### src/design/spq_pkg.sv
// Shared request, status and state codes of the sorted priority queue.
`default_nettype none

package spq_pkg;

   // request kinds
   localparam logic [1:0] FUNC_INSERT = 2'd0;
   localparam logic [1:0] FUNC_REMOVE = 2'd1;
   localparam logic [1:0] FUNC_PEEK   = 2'd2;

   typedef enum logic [1:0] {
      STATUS_OK    = 2'd0,
      STATUS_EMPTY = 2'd1,
      STATUS_FULL  = 2'd2
   } status_type;

   typedef enum logic [1:0] {
      ST_IDLE,
      ST_SCAN,
      ST_HEAD
   } state_type;

endpackage

`default_nettype wire

### src/design/sorted_priority_queue_unit.sv
// Sorted priority queue built around one circular entry memory with a registered read.
//
// Entries live in a circular buffer: a head pointer marks the next entry to serve, so a
// remove only advances the pointer. An insert walks from the head toward the tail through
// the memory's read port, one entry per cycle. It drops the new entry into the first slot
// whose entry must follow the new key, then ripples every later entry one slot back. With
// n entries held: an insert into an empty or a full queue, request code three, and a
// remove or peek on an empty queue never raise busy; an insert into a queue that is neither
// empty nor full keeps busy high while it walks all n entries and then writes the final one;
// a remove or peek on a non-empty queue keeps busy high while the head entry is taken. Every
// request gets exactly one result, shown on the rsp_ ports for one cycle with rsp_valid high,
// in the cycle after the request's last cycle of work. The receiver cannot stall: results
// must be taken when rsp_valid is high. csr_wdata picks the order (0 smallest key first,
// 1 largest key first); write it only while busy is low and no result is pending. Entries
// already held keep their places when the order changes.
`default_nettype none

module sorted_priority_queue_unit
   import spq_pkg::*;
#(
   parameter int CAPACITY   = 16,
   parameter int KEY_WIDTH  = 32,
   parameter int DATA_WIDTH = 32
) (
   input  wire logic                                 clock,
   input  wire logic                                 reset,
   input  wire logic                                 start,
   output logic                                      busy,
   input  wire logic [1:0]                           req_func,
   input  wire logic [KEY_WIDTH-1:0]                 req_item_key,
   input  wire logic [DATA_WIDTH-1:0]                req_item_payload,
   output logic                                      rsp_valid,
   output logic [1:0]                                rsp_status,
   output logic [KEY_WIDTH-1:0]                      rsp_head_key,
   output logic [DATA_WIDTH-1:0]                     rsp_head_payload,
   output logic [$clog2(CAPACITY+1)-1:0]             rsp_entry_count,
   input  wire logic                                 csr_we,
   input  wire logic                                 csr_wdata
);

   localparam int AW = $clog2(CAPACITY);
   localparam int CW = $clog2(CAPACITY + 1);
   localparam int SW = $clog2(2 * CAPACITY);
   localparam int EW = KEY_WIDTH + DATA_WIDTH;
   localparam logic [AW-1:0] LAST_IDX = AW'(CAPACITY - 1);

   function automatic logic [AW-1:0] ptr_inc(input logic [AW-1:0] p);
      logic [AW-1:0] r;
      r = (p == LAST_IDX) ? '0 : p + AW'(1);
      return r;
   endfunction

   // control state
   state_type         state_ff, state_in;
   logic [AW-1:0]     head_ff, head_in;
   logic [CW-1:0]     cnt_ff, cnt_in;
   logic              desc_ff, desc_in;
   logic              rsp_valid_ff, rsp_valid_in;

   // working registers
   logic [AW-1:0]     rd_ptr_ff, rd_ptr_in;
   logic              found_ff, found_in;
   logic [CW-1:0]     remain_ff, remain_in;
   logic [1:0]        func_ff, func_in;
   logic [KEY_WIDTH-1:0]  key_ff, key_in;
   logic [DATA_WIDTH-1:0] pay_ff, pay_in;

   // result registers
   status_type            rsp_status_ff, rsp_status_in;
   logic [KEY_WIDTH-1:0]  rsp_key_ff, rsp_key_in;
   logic [DATA_WIDTH-1:0] rsp_pay_ff, rsp_pay_in;
   logic [CW-1:0]         rsp_count_ff, rsp_count_in;

   // entry memory
   logic [EW-1:0]     entry_mem [CAPACITY];
   logic [EW-1:0]     rd_data_ff;
   logic              mem_we;
   logic [AW-1:0]     mem_waddr;
   logic [EW-1:0]     mem_wdata;
   logic [AW-1:0]     mem_raddr;

   logic [SW-1:0]     slot_sum;
   logic [AW-1:0]     slot_ins;
   logic [KEY_WIDTH-1:0]  held_key;
   logic              stays_ahead;

   // physical slot just past the tail
   assign slot_sum = SW'(head_ff) + SW'(cnt_ff);
   assign slot_ins = (slot_sum >= SW'(CAPACITY)) ? AW'(slot_sum - SW'(CAPACITY))
                                                 : AW'(slot_sum);

   assign held_key    = rd_data_ff[EW-1:DATA_WIDTH];
   assign stays_ahead = desc_ff ? (held_key >= key_ff) : (held_key <= key_ff);

   always_comb begin
      state_in      = state_ff;
      head_in       = head_ff;
      cnt_in        = cnt_ff;
      desc_in       = csr_we ? csr_wdata : desc_ff;
      rd_ptr_in     = rd_ptr_ff;
      found_in      = found_ff;
      remain_in     = remain_ff;
      func_in       = func_ff;
      key_in        = key_ff;
      pay_in        = pay_ff;
      rsp_valid_in  = 1'b0;
      rsp_status_in = STATUS_OK;
      rsp_key_in    = '0;
      rsp_pay_in    = '0;
      rsp_count_in  = cnt_ff;
      mem_we        = 1'b0;
      mem_waddr     = rd_ptr_ff;
      mem_wdata     = {key_ff, pay_ff};
      mem_raddr     = head_ff;

      case (state_ff)
         ST_IDLE: begin
            if (start) begin
               func_in = req_func;
               key_in  = req_item_key;
               pay_in  = req_item_payload;
               case (req_func)
                  FUNC_INSERT: begin
                     if (cnt_ff == CW'(CAPACITY)) begin
                        rsp_valid_in  = 1'b1;
                        rsp_status_in = STATUS_FULL;
                     end else if (cnt_ff == '0) begin
                        mem_we       = 1'b1;
                        mem_waddr    = slot_ins;
                        mem_wdata    = {req_item_key, req_item_payload};
                        cnt_in       = CW'(1);
                        rsp_valid_in = 1'b1;
                        rsp_count_in = CW'(1);
                     end else begin
                        rd_ptr_in = head_ff;
                        found_in  = 1'b0;
                        remain_in = cnt_ff;
                        state_in  = ST_SCAN;
                     end
                  end
                  FUNC_REMOVE, FUNC_PEEK: begin
                     if (cnt_ff == '0) begin
                        rsp_valid_in  = 1'b1;
                        rsp_status_in = STATUS_EMPTY;
                     end else begin
                        state_in = ST_HEAD;
                     end
                  end
                  default: begin
                     rsp_valid_in = 1'b1;
                  end
               endcase
            end
         end

         ST_SCAN: begin
            // rd_data_ff holds the entry at rd_ptr_ff; key_ff/pay_ff carry the entry to place
            if (remain_ff == '0) begin
               mem_we       = 1'b1;
               mem_waddr    = rd_ptr_ff;
               mem_wdata    = {key_ff, pay_ff};
               cnt_in       = cnt_ff + CW'(1);
               rsp_valid_in = 1'b1;
               rsp_count_in = cnt_ff + CW'(1);
               state_in     = ST_IDLE;
            end else begin
               rd_ptr_in = ptr_inc(rd_ptr_ff);
               mem_raddr = ptr_inc(rd_ptr_ff);
               remain_in = remain_ff - CW'(1);
               // once placed, every later entry moves back one slot
               if (found_ff || !stays_ahead) begin
                  mem_we    = 1'b1;
                  mem_waddr = rd_ptr_ff;
                  mem_wdata = {key_ff, pay_ff};
                  key_in    = held_key;
                  pay_in    = rd_data_ff[DATA_WIDTH-1:0];
                  found_in  = 1'b1;
               end
            end
         end

         ST_HEAD: begin
            rsp_valid_in = 1'b1;
            rsp_key_in   = rd_data_ff[EW-1:DATA_WIDTH];
            rsp_pay_in   = rd_data_ff[DATA_WIDTH-1:0];
            if (func_ff == FUNC_REMOVE) begin
               head_in      = ptr_inc(head_ff);
               cnt_in       = cnt_ff - CW'(1);
               rsp_count_in = cnt_ff - CW'(1);
            end
            state_in = ST_IDLE;
         end

         default: begin
            state_in = ST_IDLE;
         end
      endcase
   end

   always_ff @(posedge clock) begin
      if (reset) begin
         state_ff     <= ST_IDLE;
         head_ff      <= '0;
         cnt_ff       <= '0;
         desc_ff      <= 1'b0;
         rsp_valid_ff <= 1'b0;
      end else begin
         state_ff     <= state_in;
         head_ff      <= head_in;
         cnt_ff       <= cnt_in;
         desc_ff      <= desc_in;
         rsp_valid_ff <= rsp_valid_in;
      end
   end

   always_ff @(posedge clock) begin
      rd_ptr_ff     <= rd_ptr_in;
      found_ff      <= found_in;
      remain_ff     <= remain_in;
      func_ff       <= func_in;
      key_ff        <= key_in;
      pay_ff        <= pay_in;
      rsp_status_ff <= rsp_status_in;
      rsp_key_ff    <= rsp_key_in;
      rsp_pay_ff    <= rsp_pay_in;
      rsp_count_ff  <= rsp_count_in;
   end

   always_ff @(posedge clock) begin
      if (mem_we) begin
         entry_mem[mem_waddr] <= mem_wdata;
      end
      rd_data_ff <= entry_mem[mem_raddr];
   end

   assign busy             = (state_ff != ST_IDLE);
   assign rsp_valid        = rsp_valid_ff;
   assign rsp_status       = rsp_status_ff;
   assign rsp_head_key     = rsp_key_ff;
   assign rsp_head_payload = rsp_pay_ff;
   assign rsp_entry_count  = rsp_count_ff;

   a_cnt_bound: assert property (@(posedge clock) disable iff (reset)
      cnt_ff <= CW'(CAPACITY))
      else $error("entry count above capacity");

   a_scan_remain: assert property (@(posedge clock) disable iff (reset)
      state_ff == ST_SCAN |-> remain_ff <= cnt_ff)
      else $error("insert walk beyond held entries");

   a_empty_head: assert property (@(posedge clock) disable iff (reset)
      start && !busy && cnt_ff == '0 && (req_func == FUNC_REMOVE || req_func == FUNC_PEEK)
      |=> rsp_valid && rsp_status == STATUS_EMPTY)
      else $error("empty queue not reported");

   a_full_insert: assert property (@(posedge clock) disable iff (reset)
      start && !busy && req_func == FUNC_INSERT && cnt_ff == CW'(CAPACITY)
      |=> rsp_valid && rsp_status == STATUS_FULL && cnt_ff == $past(cnt_ff))
      else $error("insert into full queue not refused");

endmodule

`default_nettype wire
### config.mk
export PLATFORM = sky130hd
export DESIGN_NAME = sorted_priority_queue_unit
export DESIGN_NICKNAME = d
export VERILOG_FILES = /design/src/design/spq_pkg.sv /design/src/design/sorted_priority_queue_unit.sv
export SDC_FILE = /design/constraint.sdc
export NUM_CORES = 2
export LEC_CHECK = 0
export ABC_AREA = 1
export BUFFER_PORTS_ARGS = -buffer_cell sky130_fd_sc_hd__buf_4
export CORE_ASPECT_RATIO = 0.6
export CORE_MARGIN = 2
export CORE_UTILIZATION = 55
export DETAILED_ROUTE_END_ITERATION = 8
export HOLD_SLACK_MARGIN = 0.12
export PLACE_DENSITY = 0.72
export SYNTH_ARGS = -nofsm -noshare
export SYNTH_HDL_FRONTEND = slang
export SYNTH_SLANG_ARGS = --single-unit
### constraint.sdc
create_clock -name clock -period 7.2 [get_ports clock]
set_clock_uncertainty 0.05 [all_clocks]
set_input_delay 0.72 -clock clock [delete_from_list [all_inputs] [get_ports clock]]
set_output_delay 0.72 -clock clock [all_outputs]
set_load 0.01 [all_outputs]
==> results <==
- In the final layout, the share of cells above drive strength 1 is 10.43%.
- The area added between synthesis and finish is 12.62%.
- When the netlist entered floorplanning its net count stood at 3978.
- The via count of the first global-routing pass came to 29090.
- The cell with the most instances on the worst path is inv_1.
- STA puts the critical path data arrival time at 5.00 ns.
- The register-to-register setup slack is 2.54 ns.
- The most heavily used metal layer in global routing is met1.
- The synthesized netlist occupies a cell area of between 40000 and 50000 sq um.
- Leaving out fill and tap cells, the most frequent cell in the layout is edfxtp_1.
- The portion of synthesized area spent on multiplexers is 0.04103%.
- For this run, the total global-route usage over all layers was measured as roughly 26%.
- The met1 track demand over resource is roughly 40%.
- The initial utilization of the core area, before any placement, comes to around 56%.
- For this design the static power due to leakage is 19.05 nW.
- The post-synthesis average cell area is 12.63 sq um.
- The required time of the critical path is roughly 7.5 ns.
- The total count of max-transition violations in the final report is 0.
- In this run, the number of DRC markers left after iteration 0 of detailed routing was roughly 4000.
- The number of clock buffers added by TritonCTS is 110.
- The post-CTS setup-driven buffer insertion count is 0.
- The number of flops mapped to enable cells by yosys is 1100.
- The total negative slack for setup checks is 0 ns.
- The number of sinks handled by clock tree synthesis is 1248.
- The clock period minus final worst setup slack is about 4.7 ns.
- The sequential fraction of the synthesis area is about three quarters.
- The placement row count is 84.
- Before antenna repair, the detailed router went through 5 iterations.
- On the worst path, the slowest cell contributes a delay of 0.92 ns.
- The footprint of the multi-input gates is between 10000 and 15000 sq um.
- The global-route wire length before repair is 179.6 mm.
- The horizontal die dimension is between 300 and 400 microns.
- Setup repair after global routing left no endpoint under its margin.
- No sink is reached through more buffers than the 3 on the longest clock path.
- The async set or reset register ratio after synthesis is 0%.
- For this run, the leading register cell type out of synthesis is edfxtp_1.
- The arithmetic-cell share of the synthesized area counting full adders, half adders and majority gates is between 1 and 1.5%.
- The worst setup path is of the reg2reg kind.
- The flip-flop and latch count after synthesis is 1248.
- Dividing total power by cell area gives a power density of slightly below 300 nW/um^2.
- Traced cell by cell, the critical path runs through inv_1 > ha_1 > inv_1 > nor3_1 > nand2_1 > nor3_1 > nand2_4 > o21ai_0 > inv_1 > nor2_1 > nand2_1 > nor2_4 > buf_4.
- Cells fill 62.61% of the core in the end.
- The die covers 91190 sq um.
- The largest driver fanout on the critical path is 58.
- After detailed routing, the number of remaining DRC violations is 0.
- CTS built an H-tree with a depth of 3.
- The path with the worst hold slack has its endpoint at func_ff[0]$_DFFE_PP_.
- The placeable core region is a little under 90000 sq um.
- The master cell of the clock root buffer is clkbuf_16.
- The flow ran to the end, and the final reports show no timing, DRC or antenna violations.
- STA classifies the critical path startpoint as a flop.
- Summing the areas of all compound-gate instances in the mapped netlist gives 12.44% of the synthesized area.
- Of the total synthesized cell area, the portion taken by XOR and XNOR cells is 0.1077%.
- The total global routing overflow is 0.
- The cell type of the slowest stage on the worst timing path is nor2_4.
- The headroom to the max-slew limit is 10.77%.
- The final layout net count is ~4100.
- The number of hold buffers added after CTS is 0.
- The worst min-delay path class is in2reg.
- The placed instance area is 51160 sq um.
- The number of antenna diodes in the final layout is 0.
- Once the clock tree was built, the resizer swapped 0 gates to a different size.
- After clock tree synthesis, the clock-pin slew on the worst setup and hold paths is 0.06 ns.
- Setup violations remaining at the end of the flow were counted as 0.
- The area of all placed cells without fillers is about 55000 sq um.
- Detailed placement finished with a half-perimeter wire length of between 60 and 70 mm.
- In this run the count of I/O pins placed on the die edge is 144.
- The remaining antenna violation count after routing is 0.
- The worst reg2reg path depth is 13.
- The startpoint of the worst register-to-register path is cnt_ff[1]$_SDFF_PP0_.
- The final worst-path setup slack is 2.537 ns.
- The number of antenna violations at the first check in global routing is 0.
- After detailed routing, the number of vias per cell comes to 5.989.
- The number of instances in the synthesized netlist is 3864.
- The number of port buffers is 143.
- Entering global routing, the biggest net connects roughly 220 pins.
- The die is 234.7 microns tall.
- The filler cells instantiated in the layout total around 6500.
- The number of cells on the worst hold path is 1.
- The detailed router placed between 30000 and 40000 vias in this run.
- Summed over all layers, the routed wires come to 118.5 mm.
- The number of distinct library cells after synthesis is 41.
- The tool flagged a number of max-cap violations equal to 0.
- TritonCTS built the clock tree.
- The worst min-delay path startpoint is req_func[0].
- The area used by sequential logic in the layout is between 30000 and 40000 sq um.
- After synthesis, the largest family of logic cells by area is compound AO/OA/AOI/OAI gates.
- For this run, global-route usage on met2 was measured as 37.59%.
- The detail-routed net length per standard cell is 22.75 microns.
- The hold violation total from the final report is 0.
- Leaving out fill and tap cells, the most frequent cells in the layout are edfxtp_1 (1100), nor2_1 (682), o21ai_0 (486).
- The number of warnings reported in the yosys synthesis log is 0.
- Static timing analysis puts the maximum clock frequency at 214.5 MHz.
- The area share of and/or/nand/nor cells after synthesis is ~8.6%.
- For the pin with the worst max-slew slack, the measured transition is ~1.3 ns.
- Prior to clock tree synthesis, the placed netlist has a worst setup slack of 2.334 ns.
- The worst setup path is captured at a flop.
- Routability-driven placement finished with a final weighted congestion of 0.8066.
- The clock latency reported for the late side of the worst-skew pair is 0.72 ns.
- The ratio of final minimum period to clock period is 64.76%.
- In this run the critical register-to-register path is captured at entry_mem[9][30]$_DFFE_PP_.
- VDD sags by at most roughly 190 uV.
- The met3 track demand over resource is around 4.2%.
-- critical path, delay by kind of cell, from the launching register on --
| family | cells | cell delay, ns |
|---|---|---|
| and+or+nand+nor | 7 | 2.41 |
| buffers and inverters | 4 | 0.78 |
| adders and majority gates | 1 | 0.16 |
| AOI/OAI and AO/OA | 1 | 0.53 |
| DFF | 1 | 0.38 |
-- cell type report --
class | instances | area share [%]
Inverter | 219 | 1.546
Timing Repair Buffer | 220 | 3.347
Sequential cell | 1248 | 65.50
Clock inverter | 56 | 1.359
Tap cell | 1161 | 2.644
Multi-Input combinational cell | 2151 | 20.06
Clock buffer | 153 | 5.542
-- routing by layer --
| layer | up-vias | part of all wire (%) |
|---|---|---|
| met5 | - | 0 |
| li1 | 14200 | - |
| met1 | 15260 | 45 |
| met3 | 163 | 9.6 |
| met4 | 0 | 1.8 |
| met2 | 1575 | 44 |
-- through the flow --
stage                     total power (W)  instances  hold WS [ns]
after floorplan                  0.009628       3864        0.3584
after global placement            0.01025       4999        0.3679
after detailed placement          0.01029       4999        0.3670
after CTS                         0.01641       5208        0.1271
after global routing              0.01691       5208        0.1444
final                             0.01635       5208        0.1732
-- report_power, final --
group          switching (W)  leakage (nW)  internal, W  total [W]
clock network        0.00264          1.85      0.00354    0.00619
registers           0.000136          11.2      0.00841    0.00855
logic                0.00120          6.01     0.000422    0.00162
-- state kept, by name (all words and copies together), names as in the netlist, 2 cells and up --
register	flops
key_ff	32
func_ff	2
rsp_entry_count	5
cnt_ff	5
state_ff	2
rd_data_ff	64
remain_ff	5
rd_ptr_ff	4
entry_mem	1024
rsp_head_key	32
pay_ff	32
rsp_head_payload	32
rsp_status	2
head_ff	4
-- logic make-up (layout without fill, tap and decap cells) --
logic type,count (synthesis),in the layout
simple gates,1073,1073
flops,1248,1248
mux,2,2
xor+xnor,6,6
buf+inv,465,648
compound gates,1027,1027
fa+ha+maj,43,43
-- synth_stat cells (8+ instances only) --
| master | count | area [sq um] |
|---|---|---|
| edfxtp_1 | 1100 | 33030 |
| nor2_1 | 699 | 2624 |
| o21ai_0 | 521 | 2608 |
| nand2_1 | 279 | 1047 |
| inv_1 | 214 | 803.3 |
| clkbuf_1 | 156 | 585.6 |
| dfxtp_1 | 148 | 2963 |
| o21ai_1 | 141 | 705.7 |
| o211ai_1 | 139 | 1044 |
| o221ai_1 | 119 | 1042 |
| nand3_1 | 71 | 355.3 |
| o22ai_1 | 71 | 444.2 |
| buf_2 | 62 | 310.3 |
| ha_1 | 42 | 525.5 |
| a21oi_1 | 26 | 130.1 |
| buf_4 | 11 | 82.58 |
| buf_6 | 8 | 90.09 |
| nand4_1 | 8 | 50.05 |
-- worst max-delay path by stage --
stage | startpoint | to | slack, ns | cells after the start
after global placement | req_func[0] | entry_mem[9][30]$_DFFE_PP_ | 2.39 | 12
final | cnt_ff[1]$_SDFF_PP0_ | entry_mem[9][30]$_DFFE_PP_ | 2.54 | 13
after detailed placement | req_func[0] | entry_mem[9][30]$_DFFE_PP_ | 2.33 | 12
after global routing | cnt_ff[1]$_SDFF_PP0_ | entry_mem[9][57]$_DFFE_PP_ | 2.09 | 13
after floorplan | req_func[0] | entry_mem[10][0]$_DFFE_PP_ | 1.95 | 11
after CTS | cnt_ff[1]$_SDFF_PP0_ | entry_mem[9][28]$_DFFE_PP_ | 2.56 | 13
No activity file was read; power rests on OpenSTA's default activity.
